### src/rtl/core/hcbd_pkg.sv
package hcbd_pkg;

	localparam int COUNT_BITS = 32;
	localparam int HEX_BITS   = 4;

	localparam logic [7:0] CHAR_LF    = 8'h0A;
	localparam logic [7:0] CHAR_CR    = 8'h0D;
	localparam logic [7:0] CHAR_HT    = 8'h09;
	localparam logic [7:0] CHAR_VT    = 8'h0B;
	localparam logic [7:0] CHAR_FF    = 8'h0C;
	localparam logic [7:0] CHAR_SPACE = 8'h20;
	localparam logic [7:0] CHAR_ZERO  = 8'h30;
	localparam logic [7:0] CHAR_NINE  = 8'h39;
	localparam logic [7:0] CHAR_UA    = 8'h41;
	localparam logic [7:0] CHAR_UF    = 8'h46;
	localparam logic [7:0] CHAR_LA    = 8'h61;
	localparam logic [7:0] CHAR_LF_HEX = 8'h66;
	localparam logic [7:0] CHAR_UX    = 8'h58;
	localparam logic [7:0] CHAR_LX    = 8'h78;

	typedef enum logic [2:0] {
		PH_HEADER,
		PH_HDR_OVF,
		PH_DATA,
		PH_FOOTER,
		PH_DONE,
		PH_HERR,
		PH_FERR
	} phase_t;

	typedef enum logic [1:0] {
		KIND_PAYLOAD,
		KIND_END,
		KIND_HERR,
		KIND_FERR
	} kind_t;

	typedef enum logic [1:0] {
		PFX_BLANK,
		PFX_ZERO,
		PFX_X,
		PFX_DIGITS
	} prefix_t;

	typedef struct packed {
		logic       action;
		logic [7:0] data;
	} item_t;

	typedef struct packed {
		logic       valid;
		kind_t      kind;
		logic [7:0] data;
		logic       last;
	} result_t;

	typedef struct packed {
		logic                ok;
		logic [HEX_BITS-1:0] val;
	} hex_t;

	function automatic hex_t hex_decode(input logic [7:0] c);
		hex_t h;
		h.ok  = 1'b0;
		h.val = '0;
		if (c >= CHAR_ZERO && c <= CHAR_NINE) begin
			h.ok  = 1'b1;
			h.val = c[3:0];
		end else if ((c >= CHAR_LA && c <= CHAR_LF_HEX) || (c >= CHAR_UA && c <= CHAR_UF)) begin
			h.ok  = 1'b1;
			h.val = c[3:0] + 4'd9;
		end
		return h;
	endfunction

	function automatic logic is_blank(input logic [7:0] c);
		return c == CHAR_SPACE || c == CHAR_HT || c == CHAR_VT || c == CHAR_FF
			|| c == CHAR_CR;
	endfunction

endpackage

### src/rtl/core/hcbd_in_if.sv
interface hcbd_in_if;
	logic       valid;
	logic       ready;
	logic       action;
	logic [7:0] in_byte;

	modport source (output valid, output action, output in_byte, input ready);
	modport sink   (input valid, input action, input in_byte, output ready);
endinterface

### src/rtl/core/hcbd_out_if.sv
interface hcbd_out_if;
	logic       valid;
	logic       ready;
	logic [1:0] kind;
	logic [7:0] out_byte;
	logic       chunk_end;

	modport source (output valid, output kind, output out_byte, output chunk_end, input ready);
	modport sink   (input valid, input kind, input out_byte, input chunk_end, output ready);
endinterface

### src/rtl/core/hcbd_step.sv
module hcbd_step (
	input  logic              clk,
	input  logic              arst_n,
	input  logic              adv,
	input  hcbd_pkg::item_t   item,
	output hcbd_pkg::result_t res
);

	hcbd_pkg::phase_t                    phase_q, phase_d;
	hcbd_pkg::prefix_t                   prefix_q, prefix_d;
	logic [hcbd_pkg::COUNT_BITS-1:0]     remaining_q, remaining_d;
	logic                                digit_seen_q, digit_seen_d;
	logic                                digits_ended_q, digits_ended_d;
	logic                                pending_cr_q, pending_cr_d;
	logic                                line_nonempty_q, line_nonempty_d;
	hcbd_pkg::hex_t                      hx;
	logic [hcbd_pkg::COUNT_BITS-1:0]     rem_dec;
	logic [7:0]                          c;

	always_ff @(posedge clk or negedge arst_n) begin
		if (!arst_n) begin
			phase_q         <= hcbd_pkg::PH_HEADER;
			prefix_q        <= hcbd_pkg::PFX_BLANK;
			remaining_q     <= '0;
			digit_seen_q    <= 1'b0;
			digits_ended_q  <= 1'b0;
			pending_cr_q    <= 1'b0;
			line_nonempty_q <= 1'b0;
		end else if (adv) begin
			phase_q         <= phase_d;
			prefix_q        <= prefix_d;
			remaining_q     <= remaining_d;
			digit_seen_q    <= digit_seen_d;
			digits_ended_q  <= digits_ended_d;
			pending_cr_q    <= pending_cr_d;
			line_nonempty_q <= line_nonempty_d;
		end
	end

	assign c       = item.data;
	assign hx      = hcbd_pkg::hex_decode(item.data);
	assign rem_dec = remaining_q - 1'b1;

	always_comb begin
		phase_d         = phase_q;
		prefix_d        = prefix_q;
		remaining_d     = remaining_q;
		digit_seen_d    = digit_seen_q;
		digits_ended_d  = digits_ended_q;
		pending_cr_d    = pending_cr_q;
		line_nonempty_d = line_nonempty_q;
		res.valid       = 1'b0;
		res.kind        = hcbd_pkg::KIND_PAYLOAD;
		res.data        = '0;
		res.last        = 1'b0;

		if (item.action) begin
			phase_d         = hcbd_pkg::PH_HEADER;
			prefix_d        = hcbd_pkg::PFX_BLANK;
			remaining_d     = '0;
			digit_seen_d    = 1'b0;
			digits_ended_d  = 1'b0;
			pending_cr_d    = 1'b0;
			line_nonempty_d = 1'b0;
		end else begin
			unique case (phase_q)
				hcbd_pkg::PH_HEADER, hcbd_pkg::PH_HDR_OVF: begin
					if (c == hcbd_pkg::CHAR_LF) begin
						prefix_d        = hcbd_pkg::PFX_BLANK;
						digit_seen_d    = 1'b0;
						digits_ended_d  = 1'b0;
						pending_cr_d    = 1'b0;
						line_nonempty_d = 1'b0;
						res.valid       = 1'b1;
						if (phase_q == hcbd_pkg::PH_HDR_OVF || !digit_seen_q) begin
							phase_d  = hcbd_pkg::PH_HERR;
							res.kind = hcbd_pkg::KIND_HERR;
						end else if (remaining_q == '0) begin
							phase_d  = hcbd_pkg::PH_DONE;
							res.kind = hcbd_pkg::KIND_END;
						end else begin
							phase_d   = hcbd_pkg::PH_DATA;
							res.valid = 1'b0;
						end
					end else if (phase_q == hcbd_pkg::PH_HEADER && !digits_ended_q) begin
						if (prefix_q == hcbd_pkg::PFX_BLANK) begin
							if (hcbd_pkg::is_blank(c)) begin
								prefix_d = prefix_q;
							end else if (c == hcbd_pkg::CHAR_ZERO) begin
								digit_seen_d = 1'b1;
								remaining_d  = '0;
								prefix_d     = hcbd_pkg::PFX_ZERO;
							end else if (hx.ok) begin
								digit_seen_d = 1'b1;
								remaining_d  = {{(hcbd_pkg::COUNT_BITS-hcbd_pkg::HEX_BITS){1'b0}},
									hx.val};
								prefix_d     = hcbd_pkg::PFX_DIGITS;
							end else begin
								digits_ended_d = 1'b1;
							end
						end else if (prefix_q == hcbd_pkg::PFX_ZERO
							&& (c == hcbd_pkg::CHAR_LX || c == hcbd_pkg::CHAR_UX)) begin
							prefix_d = hcbd_pkg::PFX_X;
						end else if (hx.ok) begin
							prefix_d = hcbd_pkg::PFX_DIGITS;
							// A digit that would push a set bit out of the counter overflows.
							if (remaining_q[hcbd_pkg::COUNT_BITS-1 -: hcbd_pkg::HEX_BITS] != '0) begin
								phase_d = hcbd_pkg::PH_HDR_OVF;
							end else begin
								remaining_d = {remaining_q[hcbd_pkg::COUNT_BITS-hcbd_pkg::HEX_BITS-1:0],
									hx.val};
							end
						end else begin
							digits_ended_d = 1'b1;
						end
					end
				end
				hcbd_pkg::PH_DATA: begin
					remaining_d = rem_dec;
					res.valid   = 1'b1;
					res.data    = c;
					if (rem_dec == '0) begin
						phase_d         = hcbd_pkg::PH_FOOTER;
						prefix_d        = hcbd_pkg::PFX_BLANK;
						digit_seen_d    = 1'b0;
						digits_ended_d  = 1'b0;
						pending_cr_d    = 1'b0;
						line_nonempty_d = 1'b0;
						res.last        = 1'b1;
					end
				end
				hcbd_pkg::PH_FOOTER: begin
					if (c == hcbd_pkg::CHAR_LF) begin
						prefix_d        = hcbd_pkg::PFX_BLANK;
						digit_seen_d    = 1'b0;
						digits_ended_d  = 1'b0;
						pending_cr_d    = 1'b0;
						line_nonempty_d = 1'b0;
						if (line_nonempty_q) begin
							phase_d   = hcbd_pkg::PH_FERR;
							res.valid = 1'b1;
							res.kind  = hcbd_pkg::KIND_FERR;
						end else begin
							phase_d     = hcbd_pkg::PH_HEADER;
							remaining_d = '0;
						end
					end else begin
						// A CR counts only when the LF follows it directly.
						pending_cr_d    = (c == hcbd_pkg::CHAR_CR);
						line_nonempty_d = line_nonempty_q || pending_cr_q
							|| (c != hcbd_pkg::CHAR_CR);
					end
				end
				hcbd_pkg::PH_HERR: begin
					res.valid = 1'b1;
					res.kind  = hcbd_pkg::KIND_HERR;
				end
				hcbd_pkg::PH_FERR: begin
					res.valid = 1'b1;
					res.kind  = hcbd_pkg::KIND_FERR;
				end
				default: begin
					res.valid = 1'b0;
				end
			endcase
		end
	end

endmodule

### src/rtl/core/hcbd_out_stage.sv
module hcbd_out_stage (
	input  logic              clk,
	input  logic              arst_n,
	input  logic              load,
	input  hcbd_pkg::result_t res_d,
	output logic              free,
	hcbd_out_if.source        res
);

	logic                valid_q;
	hcbd_pkg::kind_t     kind_q;
	logic [7:0]          data_q;
	logic                last_q;

	assign free = !valid_q || res.ready;

	always_ff @(posedge clk or negedge arst_n) begin
		if (!arst_n) begin
			valid_q <= 1'b0;
		end else if (free) begin
			valid_q <= load && res_d.valid;
		end
	end

	always_ff @(posedge clk) begin
		if (free && load && res_d.valid) begin
			kind_q <= res_d.kind;
			data_q <= res_d.data;
			last_q <= res_d.last;
		end
	end

	assign res.valid     = valid_q;
	assign res.kind      = kind_q;
	assign res.out_byte  = data_q;
	assign res.chunk_end = last_q;

endmodule

### src/rtl/core/http_chunked_body_decoder.sv
// Channel  Dir  Fields                      Handshake
// req      in   action, in_byte             valid/ready
// res      out  kind, out_byte, chunk_end   valid/ready
//
// One request per cycle is taken while the result side does not stall; the parser state updates once per byte.
// A result passes through the input register, then the result register.
// Reset is asynchronous and active low and returns the parser to a header line start.
// A stalled result holds in the result register while the input register keeps
// one more request; ready drops only when both are full.
module http_chunked_body_decoder (
	input  logic       clk,
	input  logic       arst_n,
	hcbd_in_if.sink    req,
	hcbd_out_if.source res
);

	logic              valid_s1;
	hcbd_pkg::item_t   item_s1;
	logic              adv;
	logic              free;
	hcbd_pkg::result_t step_res;

	assign adv       = valid_s1 && free;
	assign req.ready = !valid_s1 || adv;

	always_ff @(posedge clk or negedge arst_n) begin
		if (!arst_n) begin
			valid_s1 <= 1'b0;
		end else if (req.ready) begin
			valid_s1 <= req.valid;
		end
	end

	always_ff @(posedge clk) begin
		if (req.valid && req.ready) begin
			item_s1.action <= req.action;
			item_s1.data   <= req.in_byte;
		end
	end

	hcbd_step u_step (
		.clk    (clk),
		.arst_n (arst_n),
		.adv    (adv),
		.item   (item_s1),
		.res    (step_res)
	);

	hcbd_out_stage u_out (
		.clk    (clk),
		.arst_n (arst_n),
		.load   (adv),
		.res_d  (step_res),
		.free   (free),
		.res    (res)
	);

endmodule

### src/flat_wrapper.sv
// flat-port wrapper written by rule: the top's interface ports become plain ports
module http_chunked_body_decoder_flat 
  (clk, arst_n, req_valid, req_action, req_in_byte, req_ready, res_valid, res_kind, res_out_byte, res_chunk_end, res_ready);
  hcbd_in_if req_i ();
  hcbd_out_if res_i ();
  input  logic clk;
  input  logic arst_n;
  input wire logic [$bits(req_i.valid)-1:0] req_valid;
  input wire logic [$bits(req_i.action)-1:0] req_action;
  input wire logic [$bits(req_i.in_byte)-1:0] req_in_byte;
  output wire logic [$bits(req_i.ready)-1:0] req_ready;
  output wire logic [$bits(res_i.valid)-1:0] res_valid;
  output wire logic [$bits(res_i.kind)-1:0] res_kind;
  output wire logic [$bits(res_i.out_byte)-1:0] res_out_byte;
  output wire logic [$bits(res_i.chunk_end)-1:0] res_chunk_end;
  input wire logic [$bits(res_i.ready)-1:0] res_ready;
  assign req_i.valid = req_valid;
  assign req_i.action = req_action;
  assign req_i.in_byte = req_in_byte;
  assign req_ready = req_i.ready;
  assign res_valid = res_i.valid;
  assign res_kind = res_i.kind;
  assign res_out_byte = res_i.out_byte;
  assign res_chunk_end = res_i.chunk_end;
  assign res_i.ready = res_ready;
  http_chunked_body_decoder u_core (.clk(clk), .arst_n(arst_n), .req(req_i), .res(res_i));
endmodule
### config.mk
export PLATFORM = sky130hd
export DESIGN_NAME = http_chunked_body_decoder_flat
export DESIGN_NICKNAME = d
export VERILOG_FILES = /design/src/rtl/core/hcbd_pkg.sv /design/src/rtl/core/hcbd_in_if.sv /design/src/rtl/core/hcbd_out_if.sv /design/src/rtl/core/hcbd_step.sv /design/src/rtl/core/hcbd_out_stage.sv /design/src/rtl/core/http_chunked_body_decoder.sv /design/src/flat_wrapper.sv
export SDC_FILE = /design/constraint.sdc
export NUM_CORES = 1
export LEC_CHECK = 0
export BUFFER_PORTS_ARGS = -buffer_cell sky130_fd_sc_hd__buf_2
export CAP_MARGIN = 20
export CORE_UTILIZATION = 40
export CTS_BUF_LIST = sky130_fd_sc_hd__clkbuf_2
export CTS_CLUSTER_SIZE = 12
export DETAILED_ROUTE_END_ITERATION = 12
export GPL_ROUTABILITY_DRIVEN = 0
export PLACE_DENSITY = 0.54
export RECOVER_POWER = 100
export SYNTH_ARGS = -nofsm -noshare
export SYNTH_HDL_FRONTEND = slang
export SYNTH_SLANG_ARGS = --single-unit
export TNS_END_PERCENT = 100
### constraint.sdc
create_clock -name clk -period 4.4 [get_ports clk]
set_input_delay 0.44 -clock clk [delete_from_list [all_inputs] [get_ports clk]]
set_output_delay 0.44 -clock clk [all_outputs]
set_load 0.02 [all_outputs]
## Word level (Yosys, flattened, before mapping)

Index checks and enable logic that the tools add are counted.

| storage, ports and cells | value |
|---|---|
| bits in latches | 0 |
| memory bits (writable) | 0 |
| output and inout bits | 13 |
| register bits | 63 |
| memory bits (read-only) | 0 |
| memories kept | 0 |

| cells by class | value |
|---|---|
| bitwise logic cells | 1 |
| multiplexer cells | 76 |
| magnitude comparators | 6 |
| reductions and logical operators | 40 |
| add/subtract/negate cells | 2 |
| multipliers | 0 |
| equality and inequality tests | 38 |
| divide/modulo/power cells | 0 |
| shift operators | 0 |

Operators by type and width:

| cell | count |
|---|---|
| two-way mux 32 bit | 12 |
| one-hot mux 32 bit (3 select lines) | 1 |
| zero test 32 bit | 2 |
| inequality test 4 x 3 -> 1 bit (second input constant) | 12 |
| two-way mux 3 bit | 15 |
| equality test 8 x 4 -> 1 bit (second input constant) | 5 |
| subtractor 32 x 1 -> 32 bit (second input constant) | 1 |
| two-way mux 1 bit | 25 |
| two-way mux 2 bit | 11 |
| inequality test 5 x 4 -> 1 bit (second input constant) | 4 |
| inequality test 3 x 2 -> 1 bit (second input constant) | 6 |
| equality test 8 x 6 -> 1 bit (second input constant) | 2 |
| equality test 8 x 7 -> 1 bit (second input constant) | 2 |
| greater-or-equal comparator 8 x 7 -> 1 bit (second input constant) | 2 |
| less-or-equal comparator 8 x 7 -> 1 bit (second input constant) | 2 |
| AND reduction 8 bit | 2 |
| one-hot mux 1 bit (3 select lines) | 5 |
| two-way mux 12 bit | 1 |
| logical OR 1 bit | 11 |
| AND reduction 11 bit | 1 |
| logical AND 1 bit | 10 |
| two-way mux 5 bit | 2 |
| two-way mux 9 bit | 1 |
| one-hot mux 3 bit (3 select lines) | 1 |
| 20 further kinds | 27 |

## Logic depth before layout (Yosys ltp)

Gate-level depths: netlist of the first run.

| depth | value |
|---|---|
| depth in word-level cells | 13 |
| depth in mapped cells | 12 |
| gate-level depth less buffers | 10 |

## Hierarchy

From an unflattened synthesis of the first run, not the netlist that was laid out.

| second synthesis, totals | value |
|---|---|
| cell total of the unflattened synthesis | 513 |
| area, all modules | 4464.3 um^2 |

Modules (own cells, without submodules):

| module | sequential area each (um^2) | area each (um^2) | cells each | instances |
|---|---|---|---|---|
| hcbd_step | 1026.0 | 3743.6 | 483 | 1 |
| hcbd_out_stage | 355.3 | 390.4 | 16 | 1 |
| http_chunked_body_decoder | 295.3 | 330.3 | 14 | 1 |

## Worst setup path before layout of the first run

No wires, ideal clock.

| timing path | value |
|---|---|
| path kind | register to register |
| start point | reg u_core.u_step.remaining_q[15] (netlist bit) |
| end point | reg u_core.u_out.last_q (netlist: u_core.u_out.res.chunk_end), enable pin |
| setup slack | 0.809 ns |
| arrival time | 3.198 ns |
| path buffers | 3 |
| stages on the path, launching flop included | 12 |
| required time | 4.007 ns |
| setup time | 0.393 ns |
| clock period less this slack | 3.591 ns |
| cell sequence | dfrtp_1 buf_6 or4_4 buf_6 or3_1 buf_2 nor3_1 nand4_1 a31o_2 o21ai_0 o21ai_0 nor3_1 |

| between the ends | value |
|---|---|
| longest elaborated chain between the ends | 7 |

RTL lines:

| what | RTL line | RTL |
|---|---|---|
| start: declaration | hcbd_step.sv:11 | `logic [hcbd_pkg::COUNT_BITS-1:0] remaining_q, remaining_d;` |
| start signal: assignment | hcbd_step.sv:32 | `remaining_q <= remaining_d;` |
| zero test 32 bit | hcbd_step.sv:78 | `end else if (remaining_q == '0) begin` |
| two-way mux 1 bit | hcbd_step.sv:78 |  |
| two-way mux 1 bit | hcbd_step.sv:75 | `if (phase_q == hcbd_pkg::PH_HDR_OVF \|\| !digit_seen_q) begin` |
| two-way mux 3 bit | hcbd_step.sv:68 | `if (c == hcbd_pkg::CHAR_LF) begin` |
| one-hot mux 1 bit (3 select lines) | hcbd_step.sv:66 | `unique case (phase_q)` |
| two-way mux 12 bit | hcbd_step.sv:57 | `if (item.action) begin` |
| logical AND 1 bit | hcbd_out_stage.sv:26 | `if (free && load && res_d.valid) begin` |
| end signal: assignment | hcbd_out_stage.sv:29 | `last_q <= res_d.last;` |
| end: declaration | hcbd_out_stage.sv:13 | `logic last_q;` |

Every way passes these cells.
A chain may end at the register's enable or synchronous reset.

## Worst setup path in the final report of the first run

| timing path | value |
|---|---|
| start point | reg u_core.u_step.remaining_q[0] (netlist bit) |
| end point | reg u_core.u_step.phase_q[1] |

| between the ends | value |
|---|---|
| longest elaborated chain between the ends | 6 |
| elaborated cells between the ends (all ways) | 10 |

RTL lines:

| what | RTL line | RTL |
|---|---|---|
| branches (longest 6 deep; another with subtractor 32 x 1 -> 32 bit) | n/a |  |
| end signal: assignment | hcbd_step.sv:22 | `phase_q <= hcbd_pkg::PH_HEADER;` |
| end signal: assignment | hcbd_step.sv:30 | `phase_q <= phase_d;` |
| end: declaration | hcbd_step.sv:9 | `hcbd_pkg::phase_t phase_q, phase_d;` |

Several ways; the timed one is not identified.

==> results.txt, run 1 <==
DRC marker count from the first detailed-route iteration: 326
Leakage Power: 2.071 nW
Worst IR Drop VDD: 0.0001422 V
sequential area share after synthesis: 35.86%
Starting Density: 40.95%
crit path capture: u_core.u_step.phase_q[1]$_DFFE_PN0P_
WP data arrival: 4.27 ns
YS warnings: 0
antenna cells: 0
register-to-register path setup slack: 0.63 ns
total CTS buffers: 9
Sink Count: 63
Cell Area, Placed: 4863 um^2
Yosys top cell area share: 23.01%
post-synthesis instance area: 4676 um^2
XOR/XNOR Fraction of Synth Area: 2.997%
synthesized netlist cell count: 572
Post-Synth Adder-Cell Area: 2.141%
R2R cell count: 10
commonest non-fill, non-tap cells in the layout: 50 x nor2_1, 49 x a21oi_1, 43 x dfrtp_1, 38 x nand2_1, 37 x nor3_1
mean post-synth cell area: 8.174 um^2
Pwr per Cell Area: 314.0 nW/um^2
critical path launch point: u_core.u_step.remaining_q[0]$_DFFE_PN0P_
fill cell count: 1184
RSZ-0062 raised after global routing: false
Reg clk slew, reported paths: 0.19 ns
port buffer count: 25
Crit path depth: 10
met3 Usage GRT: 4.409%
# setup viols final: 0
number of synthesized register bits: 63
Cell Chain, Critical Path: inv_1 -> ha_1 -> nor3b_1 -> nand4_1 -> nor4_4 -> mux2i_1 -> or4_4 -> o21ai_1 -> nand2_2 -> mux2_1
Post-CTS Setup Bufs: 0
top post-synthesis cells by area: dfrtp_1 23%, edfxtp_1 13%, a21oi_1 5.2%
crit path max fanout: 12
GRT busiest layer: met2
Post-synth EDFFs: 20
TritonCTS clock tree: done
Die Footprint: 12130 um^2
gr ovfl total: 0
synthesized net count: 593
Core Rows: 39
clk buf depth: 2
worst r2r dst: u_core.u_step.phase_q[1]$_DFFE_PN0P_
core area: 11420 um^2
Req. time, crit path: 4.90 ns
worst path bufs/invs: 1
setup tns final: 0 ns
Hold WC Path Type: input port to register
mux share of post-synthesis cell area: 1.177%
failing checks: max-capacitance violations, max-slew violations
Pre-antenna DRT Iters: 5
outcome: finished, violations left
leading cell type in the layout, fill and taps excluded: nor2_1
Clock Latency Late Sink: 0.59 ns
Root Driver: clkbuf_2
total vias in the final route: 4411
Setup crit end kind: register
max-cap violations: 1
Synth Flop Type: dfrtp_1
Achievable Freq: 265.6 MHz
Yosys top cell by area: dfrtp_1
Compound-Gate Fraction of Synth Area: 24.08%
met2 GRT Util: 36.74%
post-layout min period: 3.765 ns
simple-gate share of the synthesized area: 27.64%
final worst path period share: 85.58%
Area Growth Syn to Fin: 8.242%
clk_skew: 0.01859 ns
Routed WL: 13.69 mm
vias in the first global route: 4104
ANT nets after route: 0
Routed WL per cell: 18.89 um
largest family of logic cells by synthesized area: simple AND/OR/NAND/NOR gates
# nets final: 598
Relative slew margins: -12.50%
Slew @ Worst Pin: 1.687 ns
met1 Resource Use GR: 36.25%
initial antenna violation count: 0
Netlist cell types: 70
via density per instance: 6.084
first-pass GRT wire length: 22.49 mm
I/O pin count: 26
CP max-delay cell: dfrtp_1
fin. max-slew vios: 30
Die Y: 110.1 um
async set or reset register ratio after synthesis: 68.25%
Crit Path Category: register to register
crit path launch type: register
Finished Cell Area: 5061 um^2
number of H-tree levels: 3
Fin. Hold Viols: 0
DRC viols: 0
total track usage: 24.90%
largest net degree at the start of global routing: 44
layout cells sized above 1: 9.107%
reg-to-reg startpoint: u_core.u_step.remaining_q[0]$_DFFE_PN0P_
delay-heaviest family, CP: simple AND/OR/NAND/NOR gates
HPWL after detailed placement: 9.464 mm
Die X: 110.1 um
slowest stage delay, CP: 0.53 ns
## cell families (layout without fill, tap and decap cells)
logic type | count (synthesis) | count (layout)
AO/OA/AOI/OAI | 172 | 172
adder cells (fa/ha/maj) | 8 | 8
AND/OR/NAND/NOR | 237 | 237
buffers and inverters | 71 | 81
multiplexers | 5 | 5
XOR/XNOR | 16 | 16
flip-flops | 63 | 63
## cell usage after synthesis (5+ instances only)
| cell | number |
|---|---|
| o21ai_0 | 30 |
| dfrtp_1 | 43 |
| xor2_1 | 10 |
| clkbuf_1 | 50 |
| nand4_1 | 7 |
| nand3_1 | 5 |
| edfxtp_1 | 20 |
| ha_1 | 8 |
| and2_1 | 11 |
| a21o_1 | 5 |
| nand2_1 | 38 |
| nand4b_1 | 5 |
| or3_1 | 15 |
| a22o_1 | 5 |
| or4_1 | 6 |
| a31oi_1 | 6 |
| nor3_1 | 37 |
| inv_1 | 13 |
| nor2b_1 | 6 |
| nor4_1 | 19 |
| or2_2 | 5 |
| nor2_1 | 50 |
| nand2b_1 | 11 |
| o31ai_1 | 19 |
| o22ai_1 | 5 |
| a211o_1 | 5 |
| xnor2_1 | 6 |
| a21oi_1 | 49 |
| a22oi_1 | 6 |
| o21a_1 | 5 |
## state kept, by name, indices dropped and copies added (netlist names)
register / cells
u_core.u_step.pending_cr_q: 1
u_core.u_step.phase_q: 3
u_core.u_out.res.out_byte: 8
u_core.u_out.res.chunk_end: 1
u_core.u_step.line_nonempty_q: 1
u_core.u_out.res.valid: 1
u_core.valid_s1: 1
u_core.u_out.res.kind: 2
u_core.u_step.prefix_q: 2
u_core.u_step.remaining_q: 32
u_core.u_step.digit_seen_q: 1
u_core.item_s1: 9
u_core.u_step.digits_ended_q: 1
## power by group
group | internal (mW) | switching [mW]
clock | 0.192 | 0.239
sequential | 0.630 | 0.0487
combinational | 0.175 | 0.304
## final cells by class
class                   count  area [um^2]  share of cell area, %
clock buffers              11        55.05                  1.088
clock inverters             5        82.58                  1.632
flip-flops and latches     63         1677                  33.13
multi-input cells         438         2695                  53.25
well taps                 143        178.9                  3.535
repair buffers             52        324.1                  6.403
inverters                  13        48.80                 0.9642
## worst min path at each step
stage	startpoint	to	slack, ns	cells after the start
floorplan	arst_n	u_core.u_out.res.valid$_DFFE_PN0N_	0.14	0
global placement	u_core.u_out.res.valid$_DFFE_PN0N_	u_core.u_out.res.valid$_DFFE_PN0N_	0.53	2
detailed placement	u_core.u_step.digits_ended_q$_DFFE_PN0P_	u_core.u_step.digits_ended_q$_DFFE_PN0P_	0.53	2
CTS	req_valid	u_core.valid_s1$_DFFE_PN0N_	0.02	2
global route	req_valid	u_core.valid_s1$_DFFE_PN0N_	0.01	2
finish	req_valid	u_core.valid_s1$_DFFE_PN0N_	0.05	2
## routing by layer
layer	share of wire, %	vias to the layer above	wire length, um
met1	49	2151	6673
met4	1.5	0	208
met3	5.3	14	731
li1	-	2131	-
met5	0	-	0
met2	44	115	6080
## timing repair
item                                   in CTS  in global routing
hold buffers                               10                  0
setup endpoints to repair                   0                  0
gates resized for setup                     0                  0
endpoints found under the hold margin      11                  0
## metrics by stage
stage	util [%]	setup slack, ns	total power, mW	instances	hold WS, ns
finish	44.32	0.6346	1.589	725	0.05337
global route	44.32	0.2908	1.687	725	0.01115
CTS	44.67	0.8232	1.604	724	0.01520
detailed placement	42.59	0.8541	1.159	698	0.5293
global placement	42.59	0.9348	1.158	698	0.5309
floorplan	-	0.8090	1.023	572	0.1444
Note: power is estimated with default switching activity, not from simulation.
==> run 2, diff against run 1 <==
- ABC_AREA: not set -> 1
- BUFFER_PORTS_ARGS: -buffer_cell sky130_fd_sc_hd__buf_2 -> not set
- DONT_BUFFER_PORTS: not set -> 1
- PLACE_DENSITY: 0.54 -> 0.52
==> run 2 against run 1 <==
Critical path depth grew 3. Clock skew grew 0.0088 ns. Clock power shrank 1%. Register-to-register slack gained 0.34 ns. Routed wire length shrank 2.2%. Count of clock-buffer cells in the layout shrank 1. Highest routed layer unchanged. Cell count grew 12%. Synthesized area shrank 1.7%. Non-clock buffer count shrank 38. The flow still finishes with violations (max-capacitance violations, max-slew violations). Sequential share of layout area grew 1.1 points. Combinational power shrank 19%. Total power shrank 7.6%.
==> results.txt, run 2 <==
Sw Pwr: 0.5417 mW (-8.5%)
Hold Worst Slack: 0.03901 ns (-0.01436 ns)
crit path launch type: register
Die X: 109.2 um (-0.84%)
Netlist cell types: 41 (-41%)
Hold Startpoint: req_valid
part of the power in registers: 44.8% (+2.1 points)
clock share of power: 28.9% (+1.8 points)
Clock Latency Late Sink: 0.56 ns (-0.03 ns)
Crit Path Category: register to register
via density per instance: 5.459 (-10%)
Area Growth Syn to Fin: 6.670%
number of H-tree levels: 3 (unchanged)
failing checks: max-capacitance violations, max-slew violations
setup tns final: 0 ns (unchanged)
total power: 1.468 mW (-7.6%)
HPWL after detailed placement: 9.833 mm (+3.9%)
RSZ-0062 raised after global routing: false
Pre-antenna DRT Iters: 5 (unchanged)
async set or reset register ratio after synthesis: 68.25% (unchanged)
Yosys top cell by area: dfrtp_1
Synth Flop Type: dfrtp_1
reg-to-reg startpoint: u_core.u_step.phase_q[1]$_DFFE_PN0P_
Setup crit end kind: register
Die Footprint: 11920 um^2 (-1.7%)
Int Pwr: 0.9262 mW (-7.1%)
synthesized netlist cell count: 656 (+15%)
post-layout min period: 3.430 ns (-0.3358 ns)
Reg clk slew, reported paths: 0.17 ns (-0.02 ns)
Achievable Freq: 291.6 MHz (+9.8%)
Switching Share: 36.90% (-0.37 points)
clk_skew: 0.02742 ns (+0.008834 ns)
Layout Cells excl Fill: 809 (+12%)
ANT nets after route: 0 (unchanged)
mean post-synth cell area: 7.006 um^2 (-14%)
Post-CTS Setup Bufs: 0 (unchanged)
number of synthesized register bits: 63 (unchanged)
antenna cells: 0 (unchanged)
port buffer count: 0 (-100%)
initial antenna violation count: 0 (unchanged)
gr ovfl total: 0 (unchanged)
layout cells sized above 1: 7.025% (-2.1 points)
Relative slew margins: -71.56% (-59 points)
register-to-register path setup slack: 0.97 ns (+0.34 ns)
core area: 11030 um^2 (-3.4%)
Post-synth EDFFs: 20 (unchanged)
WP data arrival: 3.86 ns (-0.41 ns)
# setup viols final: 0 (unchanged)
total vias in the final route: 4416 (+0.11%)
hold depth: 2 (unchanged)
Resize count post-CTS: 0 (unchanged)
Core Rows: 38 (-2.6%)
Worst IR Drop VDD: 0.0001207 V (-15%)
Die Y: 109.2 um (-0.84%)
hold path endpoint: u_core.valid_s1$_DFFE_PN0N_
worst r2r dst: u_core.u_step.remaining_q[3]$_DFFE_PN0P_
Leakage Power: 2.274 nW (+9.8%)
Cells after DPL: 782 (+12%)
commonest cells in the netlist: 145 x nand2_1, 109 x nor2_1, 68 x inv_1
outcome: finished, violations left
Largest Register: u_core.u_step.remaining_q
synthesized net count: 677 (+14%)
first-pass GRT wire length: 21.91 mm (-2.6%)
total CTS buffers: 9 (unchanged)
sequential area share after synthesis: 36.48% (+0.62 points)
clk buf depth: 2 (unchanged)
final worst path period share: 77.95% (-7.6 points)
Fin. Hold Viols: 0 (unchanged)
total track usage: 24.46% (-0.44 points)
Sink Count: 63 (unchanged)
fin. max-slew vios: 44 (+47%)
Root Driver: clkbuf_2
Yosys top cell area share: 23.41% (+0.40 points)
# nets final: 685 (+15%)
Finished Cell Area: 4902 um^2 (-3.1%)
Routed WL: 13.40 mm (-2.2%)
Routed WL per cell: 16.56 um (-12%)
crit path max fanout: 36 (+24)
Hold WC Path Type: input port to register
post-synthesis instance area: 4596 um^2 (-1.7%)
top post-synthesis cells by area: dfrtp_1 23%, edfxtp_1 13%, nand2_1 12%
DRC viols: 0 (unchanged)
YS warnings: 0 (unchanged)
Req. time, crit path: 4.83 ns (-0.07 ns)
max-cap violations: 1 (unchanged)
largest net degree at the start of global routing: 44 (unchanged)
TritonCTS clock tree: done
Starting Density: 41.66% (+0.71 points)
R2R cell count: 13 (+3)
Pwr per Cell Area: 299.4 nW/um^2 (-4.6%)
most common cell in the synthesized netlist: nand2_1
leading cell type in the layout, fill and taps excluded: nand2_1
Slew @ Worst Pin: 2.573 ns (+0.8860 ns)
I/O pin count: 26 (unchanged)
Cell Area, Placed: 4711 um^2 (-3.1%)
vias in the first global route: 4225 (+2.9%)
Comb power frac: 26.3% (-3.8 points)
DRC marker count from the first detailed-route iteration: 346 (+6.1%)
commonest non-fill, non-tap cells in the layout: 148 x nand2_1, 110 x nor2_1, 74 x o21ai_0, 70 x inv_1, 46 x nand3_1
max FFs per register: 32 (unchanged)
## run 2: worst max path at each step
stage,cells after the start,start,slack [ns],endpoint
final,13,u_core.u_step.phase_q[1]$_DFFE_PN0P_,0.97,u_core.u_step.remaining_q[3]$_DFFE_PN0P_
after global routing,13,u_core.u_step.phase_q[1]$_DFFE_PN0P_,0.58,u_core.u_step.remaining_q[21]$_DFFE_PN0P_
after CTS,13,u_core.u_step.phase_q[1]$_DFFE_PN0P_,1.34,u_core.u_step.remaining_q[21]$_DFFE_PN0P_
after detailed placement,13,u_core.u_step.phase_q[1]$_DFFE_PN0P_,1.39,u_core.u_step.remaining_q[21]$_DFFE_PN0P_
after global placement,12,u_core.u_step.phase_q[2]$_DFFE_PN0P_,1.46,u_core.u_step.remaining_q[21]$_DFFE_PN0P_
after floorplan,12,u_core.u_step.remaining_q[0]$_DFFE_PN0P_,1.82,u_core.u_out.res.chunk_end$_SDFFCE_PP0P_
## run 2: what timing repair did
action                                  in CTS  in global routing
hold buffers                                11                  0
endpoints found under the setup margin       0                  0
hold endpoints to repair                    52                  0
## run 2: area by class of cell
cell class | count | area (um^2)
clock buffer | 10 | 50.05
clock inverter | 6 | 85.08
fill | 1192 | 6128
inverter | 73 | 274.0
multi-input combinational | 503 | 2522
sequential | 63 | 1677
tap | 140 | 175.2
timing repair buffer | 14 | 118.9
## run 2: stage by stage
stage                     setup WS (ns)  utilization [%]
after floorplan                   1.825                -
after global placement            1.460            42.71
after detailed placement          1.386            42.71
after CTS                         1.345            45.09
after global routing             0.5801            44.44
final                            0.9703            44.44
## run 2: cell families after synthesis
family                     after synthesis  synth area share, %
and+or+nand+nor                        358                35.48
AOI/OAI and AO/OA                      128                16.23
buffers and inverters                   90                7.759
DFF                                     63                36.48
xor gates and xnor gates                 9                1.879
adders and majority gates                8                2.178
## run 2: worst max-delay path, stage by stage, from the launching register on
cell      delay (ns)
dfrtp_1         0.44
inv_1           0.10
nor2_4          0.28
nand2_1         0.41
clkbuf_1        0.45
nor3_1          0.42
nor2_1          0.08
inv_1           0.13
nor2_1          0.06
nand2_1         0.06
buf_4           0.29
inv_2           0.30
o211ai_1        0.17
o21ai_0         0.10
## run 2: power by group through the flow
stage | Sequential [mW] | Clock (mW) | Combinational (mW)
after CTS | 0.657 | 0.439 | 0.389
after global routing | 0.661 | 0.459 | 0.435
after global placement | 0.669 | 0 | 0.369
after floorplan | 0.651 | 0 | 0.296
after detailed placement | 0.669 | 0 | 0.367
final | 0.657 | 0.425 | 0.386
## run 2: routing by layer
metal	up-vias	GRT usage (%)	wire length [um]
met4	0	8.667	201
met1	2076	35.33	6652
met2	116	36.21	5765
met3	15	4.543	778
met5	-	0	0
li1	2209	-	-
